## src/rtl/imi_pkg.sv

```systemverilog
`timescale 1ns / 1ps
// imi_pkg: shared types and constants of the indent marker inserter
// no dependencies; imported by every rtl module

package imi_pkg;

  // character codes
  localparam logic [7:0] ChSpace    = 8'h20;
  localparam logic [7:0] ChTab      = 8'h09;
  localparam logic [7:0] ChNewline  = 8'h0A;
  localparam logic [7:0] MarkIndent = 8'h12;
  localparam logic [7:0] MarkDedent = 8'h14;

  // tab width register
  localparam int unsigned TabBits  = 4;
  localparam logic [TabBits-1:0] TabReset = 4'd4;

  // depth of the queue between classifier and emitter
  localparam int unsigned QueueDepth = 4;

  typedef enum logic [1:0] {
    MK_NONE   = 2'd0,
    MK_INDENT = 2'd1,
    MK_DEDENT = 2'd2
  } mark_e;

  // one classified beat: optional marker, then the byte (or end-only)
  typedef struct packed {
    mark_e      mark;
    logic [7:0] data;
    logic       has_byte;
    logic       last;
  } entry_t;

  // queue write side
  typedef struct packed {
    logic   valid;
    entry_t entry;
  } push_t;

  // queue read side
  typedef struct packed {
    logic   valid;
    entry_t entry;
  } head_t;

endpackage

```

## src/rtl/imi_stream_if.sv

```systemverilog
`timescale 1ns / 1ps
// imi_in_if / imi_out_if: valid/ready stream channels of the inserter
// depends on nothing; payload widths fixed by the text format

interface imi_in_if;
  logic       valid;
  logic       ready;
  logic [7:0] in_byte;
  logic       in_last;

  modport source (output valid, output in_byte, output in_last, input ready);
  modport sink   (input valid, input in_byte, input in_last, output ready);
endinterface

interface imi_out_if;
  logic       valid;
  logic       ready;
  logic [7:0] out_byte;
  logic       has_byte;
  logic       out_last;

  modport source (output valid, output out_byte, output has_byte, output out_last,
                  input ready);
  modport sink   (input valid, input out_byte, input has_byte, input out_last,
                  output ready);
endinterface

```

## src/rtl/imi_front.sv

```systemverilog
`timescale 1ns / 1ps
// imi_front: accepts text beats, sums leading indent, classifies lines
// depends on imi_pkg and imi_in_if; writes entries into imi_queue

module imi_front
  import imi_pkg::*;
#(
  parameter int unsigned INDENT_BITS = 16
) (
  input  logic               clk_i,
  input  logic               rst_ni,
  input  logic               cfg_we_i,
  input  logic [TabBits-1:0] cfg_data_i,
  imi_in_if.sink             in_i,
  input  logic               full_i,
  output push_t              push_o
);

  localparam int unsigned SumW = INDENT_BITS + 1;

  logic                   line_start_q, line_start_d;
  logic [INDENT_BITS-1:0] cur_q, cur_d;
  logic [INDENT_BITS-1:0] prev_q, prev_d;
  logic [TabBits-1:0]     tab_q;

  logic                   accept;
  logic                   is_ws;
  logic [TabBits-1:0]     addend;
  logic [SumW-1:0]        sum;
  logic [INDENT_BITS-1:0] sat_sum;
  mark_e                  mark;

  assign in_i.ready = ~full_i;
  assign accept     = in_i.valid & ~full_i;

  // leading whitespace and saturating indent sum
  assign is_ws   = line_start_q & ((in_i.in_byte == ChSpace) | (in_i.in_byte == ChTab));
  assign addend  = (in_i.in_byte == ChSpace) ? TabBits'(1) : tab_q;
  assign sum     = SumW'(cur_q) + SumW'(addend);
  assign sat_sum = sum[INDENT_BITS] ? '1 : sum[INDENT_BITS-1:0];

  // marker decision at the first other byte of a line
  always_comb begin
    priority if (!line_start_q) begin
      mark = MK_NONE;
    end else if (cur_q < prev_q) begin
      mark = MK_DEDENT;
    end else if (cur_q > prev_q) begin
      mark = MK_INDENT;
    end else begin
      mark = MK_NONE;
    end
  end

  // queue entry
  always_comb begin
    push_o.valid = accept & (~is_ws | in_i.in_last);
    if (is_ws) begin
      push_o.entry.mark     = MK_NONE;
      push_o.entry.data     = '0;
      push_o.entry.has_byte = 1'b0;
    end else begin
      push_o.entry.mark     = mark;
      push_o.entry.data     = in_i.in_byte;
      push_o.entry.has_byte = 1'b1;
    end
    push_o.entry.last = in_i.in_last;
  end

  // line state update
  always_comb begin
    line_start_d = line_start_q;
    cur_d        = cur_q;
    prev_d       = prev_q;
    if (accept) begin
      if (in_i.in_last) begin
        line_start_d = 1'b1;
        cur_d        = '0;
        prev_d       = '0;
      end else if (is_ws) begin
        cur_d = sat_sum;
      end else begin
        if (line_start_q) begin
          prev_d = cur_q;
          cur_d  = '0;
        end
        line_start_d = (in_i.in_byte == ChNewline);
      end
    end
  end

  always_ff @(posedge clk_i or negedge rst_ni) begin
    if (!rst_ni) begin
      line_start_q <= 1'b1;
      cur_q        <= '0;
      prev_q       <= '0;
      tab_q        <= TabReset;
    end else begin
      line_start_q <= line_start_d;
      cur_q        <= cur_d;
      prev_q       <= prev_d;
      if (cfg_we_i) begin
        tab_q <= cfg_data_i;
      end
    end
  end

endmodule

```

## src/rtl/imi_queue.sv

```systemverilog
`timescale 1ns / 1ps
// imi_queue: short fifo of classified entries between front and back
// depends on imi_pkg

module imi_queue
  import imi_pkg::*;
(
  input  logic  clk_i,
  input  logic  rst_ni,
  input  push_t push_i,
  output logic  full_o,
  output head_t head_o,
  input  logic  pop_i
);

  localparam int unsigned PtrW = $clog2(QueueDepth);
  localparam int unsigned CntW = $clog2(QueueDepth + 1);

  entry_t          mem_q [QueueDepth];
  logic [PtrW-1:0] wr_ptr_q, rd_ptr_q;
  logic [CntW-1:0] cnt_q;
  logic            do_push, do_pop;

  assign full_o       = (cnt_q == CntW'(QueueDepth));
  assign head_o.valid = (cnt_q != '0);
  assign head_o.entry = mem_q[rd_ptr_q];

  assign do_push = push_i.valid & ~full_o;
  assign do_pop  = pop_i & head_o.valid;

  // storage
  always_ff @(posedge clk_i) begin
    if (do_push) begin
      mem_q[wr_ptr_q] <= push_i.entry;
    end
  end

  // pointers and fill count
  always_ff @(posedge clk_i or negedge rst_ni) begin
    if (!rst_ni) begin
      wr_ptr_q <= '0;
      rd_ptr_q <= '0;
      cnt_q    <= '0;
    end else begin
      if (do_push) begin
        wr_ptr_q <= (wr_ptr_q == PtrW'(QueueDepth - 1)) ? '0 : wr_ptr_q + 1'b1;
      end
      if (do_pop) begin
        rd_ptr_q <= (rd_ptr_q == PtrW'(QueueDepth - 1)) ? '0 : rd_ptr_q + 1'b1;
      end
      unique case ({do_push, do_pop})
        2'b10:   cnt_q <= cnt_q + 1'b1;
        2'b01:   cnt_q <= cnt_q - 1'b1;
        default: cnt_q <= cnt_q;
      endcase
    end
  end

endmodule

```

## src/rtl/imi_back.sv

```systemverilog
`timescale 1ns / 1ps
// imi_back: expands queue entries into output beats, marker first
// depends on imi_pkg and imi_out_if; reads entries from imi_queue

module imi_back
  import imi_pkg::*;
(
  input  logic       clk_i,
  input  logic       rst_ni,
  input  head_t      head_i,
  output logic       pop_o,
  imi_out_if.source  out_o
);

  logic       valid_q;
  logic [7:0] byte_q;
  logic       has_q;
  logic       last_q;
  logic       mark_sent_q;

  logic       load;
  logic       send_mark;
  logic [7:0] mark_byte;

  assign load      = ~valid_q | out_o.ready;
  assign send_mark = (head_i.entry.mark != MK_NONE) & ~mark_sent_q;
  assign pop_o     = load & head_i.valid & ~send_mark;

  always_comb begin
    unique case (head_i.entry.mark)
      MK_INDENT: mark_byte = MarkIndent;
      MK_DEDENT: mark_byte = MarkDedent;
      default:   mark_byte = '0;
    endcase
  end

  // output register
  always_ff @(posedge clk_i or negedge rst_ni) begin
    if (!rst_ni) begin
      valid_q     <= 1'b0;
      mark_sent_q <= 1'b0;
    end else if (load) begin
      valid_q <= head_i.valid;
      if (head_i.valid) begin
        mark_sent_q <= send_mark;
      end
    end
  end

  // payload
  always_ff @(posedge clk_i) begin
    if (load && head_i.valid) begin
      if (send_mark) begin
        byte_q <= mark_byte;
        has_q  <= 1'b1;
        last_q <= 1'b0;
      end else begin
        byte_q <= head_i.entry.data;
        has_q  <= head_i.entry.has_byte;
        last_q <= head_i.entry.last;
      end
    end
  end

  assign out_o.valid    = valid_q;
  assign out_o.out_byte = byte_q;
  assign out_o.has_byte = has_q;
  assign out_o.out_last = last_q;

endmodule

```

## src/rtl/indent_marker_inserter_top.sv

```systemverilog
`timescale 1ns / 1ps
// path: input beats are queued; their result beats leave through the output register
// throughput: one input beat per cycle unless the queue is full; a marker adds one output beat
// the four-entry queue between classifier and emitter absorbs marker cycles and output stalls
// reset: rst_ni async low clears line state, queue and output; tab width returns to 4
// depends on imi_pkg, imi_stream_if, imi_front, imi_queue, imi_back

module indent_marker_inserter_top
  import imi_pkg::*;
#(
  parameter int unsigned INDENT_BITS = 16
) (
  input  logic               clk_i,
  input  logic               rst_ni,
  input  logic               cfg_we_i,
  input  logic [TabBits-1:0] cfg_data_i,
  imi_in_if.sink             in_i,
  imi_out_if.source          out_o
);

  push_t push;
  head_t head;
  logic  full;
  logic  pop;

  imi_front #(
    .INDENT_BITS(INDENT_BITS)
  ) u_front (
    .clk_i     (clk_i),
    .rst_ni    (rst_ni),
    .cfg_we_i  (cfg_we_i),
    .cfg_data_i(cfg_data_i),
    .in_i      (in_i),
    .full_i    (full),
    .push_o    (push)
  );

  imi_queue u_queue (
    .clk_i (clk_i),
    .rst_ni(rst_ni),
    .push_i(push),
    .full_o(full),
    .head_o(head),
    .pop_i (pop)
  );

  imi_back u_back (
    .clk_i (clk_i),
    .rst_ni(rst_ni),
    .head_i(head),
    .pop_o (pop),
    .out_o (out_o)
  );

endmodule

```

## src/flat_wrapper.sv

```systemverilog
// flat-port wrapper written by rule: the top's interface ports become plain ports
module indent_marker_inserter_top_flat import imi_pkg::*;
#(
  parameter int unsigned INDENT_BITS = 16
)
  (clk_i, rst_ni, cfg_we_i, cfg_data_i, in_i_valid, in_i_in_byte, in_i_in_last, in_i_ready, out_o_valid, out_o_out_byte, out_o_has_byte, out_o_out_last, out_o_ready);
  imi_in_if in_i_i ();
  imi_out_if out_o_i ();
  input  logic clk_i;
  input  logic rst_ni;
  input  logic cfg_we_i;
  input  logic [TabBits-1:0] cfg_data_i;
  input wire logic [$bits(in_i_i.valid)-1:0] in_i_valid;
  input wire logic [$bits(in_i_i.in_byte)-1:0] in_i_in_byte;
  input wire logic [$bits(in_i_i.in_last)-1:0] in_i_in_last;
  output wire logic [$bits(in_i_i.ready)-1:0] in_i_ready;
  output wire logic [$bits(out_o_i.valid)-1:0] out_o_valid;
  output wire logic [$bits(out_o_i.out_byte)-1:0] out_o_out_byte;
  output wire logic [$bits(out_o_i.has_byte)-1:0] out_o_has_byte;
  output wire logic [$bits(out_o_i.out_last)-1:0] out_o_out_last;
  input wire logic [$bits(out_o_i.ready)-1:0] out_o_ready;
  assign in_i_i.valid = in_i_valid;
  assign in_i_i.in_byte = in_i_in_byte;
  assign in_i_i.in_last = in_i_in_last;
  assign in_i_ready = in_i_i.ready;
  assign out_o_valid = out_o_i.valid;
  assign out_o_out_byte = out_o_i.out_byte;
  assign out_o_has_byte = out_o_i.has_byte;
  assign out_o_out_last = out_o_i.out_last;
  assign out_o_i.ready = out_o_ready;
  indent_marker_inserter_top #(.INDENT_BITS(INDENT_BITS)) u_core (.clk_i(clk_i), .rst_ni(rst_ni), .cfg_we_i(cfg_we_i), .cfg_data_i(cfg_data_i), .in_i(in_i_i), .out_o(out_o_i));
endmodule
```

## config.mk

```make
export PLATFORM = sky130hd
export DESIGN_NAME = indent_marker_inserter_top_flat
export DESIGN_NICKNAME = d
export VERILOG_FILES = /design/src/rtl/imi_pkg.sv /design/src/rtl/imi_stream_if.sv /design/src/rtl/imi_front.sv /design/src/rtl/imi_queue.sv /design/src/rtl/imi_back.sv /design/src/rtl/indent_marker_inserter_top.sv /design/src/flat_wrapper.sv
export SDC_FILE = /design/constraint.sdc
export NUM_CORES = 1
export LEC_CHECK = 0
export ABC_AREA = 1
export BUFFER_PORTS_ARGS = -buffer_cell sky130_fd_sc_hd__buf_4
export CORE_ASPECT_RATIO = 0.6
export CORE_MARGIN = 5
export CORE_UTILIZATION = 30
export CTS_BUF_LIST = sky130_fd_sc_hd__clkbuf_8
export CTS_CLUSTER_DIAMETER = 50
export DETAILED_ROUTE_END_ITERATION = 10
export GPL_ROUTABILITY_DRIVEN = 1
export GPL_TIMING_DRIVEN = 0
export HOLD_SLACK_MARGIN = 0.02
export SYNTH_ARGS = -nofsm -noshare
export SYNTH_HDL_FRONTEND = slang
export SYNTH_SLANG_ARGS = --single-unit
```

## constraint.sdc

```tcl
create_clock -name clk_i -period 4 [get_ports clk_i]
set_clock_uncertainty 0.1 [all_clocks]
set_input_delay 0.2 -clock clk_i [delete_from_list [all_inputs] [get_ports clk_i]]
set_output_delay 0.2 -clock clk_i [all_outputs]
set_load 0.005 [all_outputs]
```

==> results_dict.tcl <==
set metrics [dict create \
    cp_data_arrival_time_ns 3.93 \
    met2WireLength_um 4570 \
    grt_pass1_vias 3703 \
    drive_gt1_frac 0.151 \
    endpoint "u_core.u_queue.cnt_q[1]" \
    rsz0062_at_grt "no" \
    max_freq_mhz 268 \
    clkPwrFrac 0.213 \
    cts_buffers 9 \
    hold_slack_ns 0.0918 \
    sw_frac_of_total 0.375 \
    ys.flop_type "edfxtp_1" \
    yosys_warnings 0 \
    post_drt_wl_per_cell_um 14.0 \
    ios 30 \
    nets 687 \
    cts_num_sinks 104 \
    drt_pass1_iterations 5 \
    drc 0 \
    r2r_setup_slack_ns 0.27 \
    intPower_mw 2.02 \
    status "complete, no violations" \
    async_flop_share 0.442 \
    slew_violations 0 \
    highest_layer "met4" \
    n_fill_cell 1818 \
    peakVddDrop_uv 209 \
    ant_nets 0 \
    drt_iter0_drc 387 \
    antenna_found_initial 0 \
    fin_crit_ns 3.73 \
    wl_met3_um 1040 \
    start_util 0.303 \
    pwr-share-seq 0.452 \
    p_comb_frac 0.335 \
    yosysSeqAreaShare 0.533 \
    grt_use_total 0.121 \
    htreeDepth 3 \
    synth_area_um2 5430 \
    root_buffer "clkbuf_8" \
    post-place-ws_ns 0.312 \
    cts_tree "built" \
    area_delta_synth_final_pct 16.2 \
    num_antenna_cells 0 \
    clockBufferDepth 2 \
    chipHeight_um 114 \
    core_um2 17900 \
    start_kind "register" \
    syn_avg_cell_area_um2 9.32 \
    worstPathMaxFanout 10 \
    synthDistinctLibCells 45 \
    fp.dieW_um 184 \
    setup_viol 0 \
    synth_seq_cells 104 \
    dieArea_um2 21000 \
    setup-tns-final_ns 0 \
    clk_latency_ns 0.39 \
    min_path_type "primary input to register" \
    wl_um 12300 \
    period_share 0.932 \
    vias 4010 \
    powerDensity_nw_per_um2 511 \
    worstMarginPinSlew_ns 1.25 \
    port_buffers 29 \
    worstReg2RegStart "u_core.u_queue.rd_ptr_q[0]" \
    gp_congestion 0.788 \
    crit_start "u_core.u_queue.rd_ptr_q[0]" \
    netlist_instances 583 \
    slew_headroom 0.161 \
    synthesis.nets 632 \
    grt.overflow.total 0 \
    hold_viol 0 \
    total_leakage_power_nw 2.73 \
    setup_ws_ns 0.273 \
    viasPerCell 4.54 \
    dp.final_hpwl_um 8880 \
    critical_path_class "register to register" \
    netlist_top_cells_area "edfxtp_1, dfrtp_1, nand2_1" \
    wl_met1_um 6650 \
    maxCapViolCount 0 \
    postCtsSetupRepairBufs 0 \
    path_clk_slew_ns 0.12 \
    yosys.area.top_type "edfxtp_1" \
    synth_edf_count 58 \
    r2r-end "u_core.u_queue.cnt_q[1]" \
    grt_max_degree 47 \
    grt_pass1_wl_um 20100 \
    hp-start "in_i_in_byte[4]" \
    crit_required_ns 4.21 \
    reg2regPathDepth 13 \
    rows 38 \
    endpoint_kind "register" \
    synth.top_cell.area_share 0.321 \
    p_sw_mw 1.21 \
]
power by group through the flow:
stage	sequential (mW)	combinational (mW)	clock, mW
floorplan	1.47	0.669	0
global placement	1.48	1.06	0
detailed placement	1.48	1.06	0
CTS	1.46	1.08	0.709
global route	1.48	1.21	0.752
finish	1.46	1.08	0.687
metal layers:
layer,GRT usage,vias up
met5,0,-
met4,0.0222,0
met2,0.156,99
met3,0.0416,8
met1,0.194,1864
li1,-,2039
how the worst min path moves through the flow:
stage | to | depth (start not counted)
finish | u_core.u_queue.mem_q[2][6] | 2
detailed placement | u_core.u_front.prev_q[14] | 1
global route | u_core.u_queue.mem_q[2][6] | 2
CTS | u_core.u_queue.mem_q[2][6] | 2
global placement | u_core.u_front.prev_q[12] | 1
floorplan | u_core.u_back.mark_sent_q | 0
repair_timing:
| action | CTS | global route |
|---|---|---|
| endpoints found under the hold margin | 53 | 0 |
| hold buffers | 15 | 0 |
| resized for setup | 0 | 0 |
worst max-delay path, cell delays in order (launching register included):
cell	delay, ns
dfrtp_1	0.41
buf_2	0.19
inv_1	0.19
buf_2	0.31
nand2_1	0.08
a32oi_1	0.25
inv_1	0.11
ha_1	0.21
nor2_1	0.64
nor2_1	0.27
ha_1	0.25
inv_1	0.09
fa_1	0.40
o21ai_0	0.15
flip-flops by register name, summed over array words and instances (netlist names):
register / flops
u_core.u_queue.mem_q: 48
u_core.u_front.cur_q: 16
u_core.u_front.prev_q: 16
u_core.u_back.out_o.out_byte: 8
u_core.u_front.tab_q: 4
u_core.u_queue.cnt_q: 3
u_core.u_queue.rd_ptr_q: 2
u_core.u_queue.wr_ptr_q: 2
u_core.u_back.mark_sent_q: 1
u_core.u_back.out_o.has_byte: 1
u_core.u_back.out_o.out_last: 1
u_core.u_back.out_o.valid: 1
u_core.u_front.line_start_q: 1
through the flow:
| stage | instance area, um^2 | total power, mW | utilization | cells |
|---|---|---|---|---|
| final | 6310 | 3.23 | 0.352 | 883 |
| after global routing | 6310 | 3.45 | 0.352 | 883 |
| after CTS | 6310 | 3.25 | 0.352 | 883 |
| after detailed placement | 5950 | 2.55 | 0.332 | 852 |
| after global placement | 5950 | 2.54 | 0.332 | 852 |
| after floorplan | 5430 | 2.14 | - | 583 |
cells in the final DEF, fill, tap and decap left out, drive strengths merged:
cell type and count:
o211ai 2, clkbuf 15, o21ai 40, xnor2 3, and2 1, edfxtp 58
a21oi 21, nand2 146, fa 2, dlygate4sd1 1, ha 29, nor2 91
inv 64, a31oi 3, nand3b 4, o31ai 1, dfstp 2, clkinv 3
o21a 1, dfrtp 44, nand3 25, a32oi 2, nand4 22, nor3 2
xor2 1, buf 40, or2 5, dlygate4sd3 15
cell families after synthesis:
group | synth area share
AND/OR/NAND/NOR | 0.256
flip-flops | 0.533
buffers and inverters | 0.0619
AO/OA/AOI/OAI | 0.0684
adder cells (fa/ha/maj) | 0.0741
XOR/XNOR | 0.00645
cell usage after synthesis, types with 3 or more instances:
master and n:
clkbuf_1 6, o21ai_0 34, o21ai_1 6, nand3_1 22, xnor2_1 3, edfxtp_1 58
nand4_1 19, a21oi_1 21, nor2_1 83, nor2_2 5, or2_2 4, buf_2 6
nand2_1 128, ha_1 29, nand2_2 16, dfrtp_1 44, a31oi_1 3, nand3b_1 4
inv_1 56
area by class of cell:
| cell class | count | area [um^2] | area share |
|---|---|---|---|
| well taps | 240 | 300 | 0.0476 |
| flip-flops and latches | 104 | 2900 | 0.458 |
| repair buffers | 44 | 368 | 0.0583 |
| plain buffers | 18 | 108 | 0.0170 |
| clock inverters | 7 | 88.8 | 0.0141 |
| inverters | 60 | 229 | 0.0363 |
| clock buffers | 9 | 124 | 0.0196 |
| multi-input cells | 401 | 2200 | 0.349 |
No activity file was read; power rests on OpenSTA's default activity.
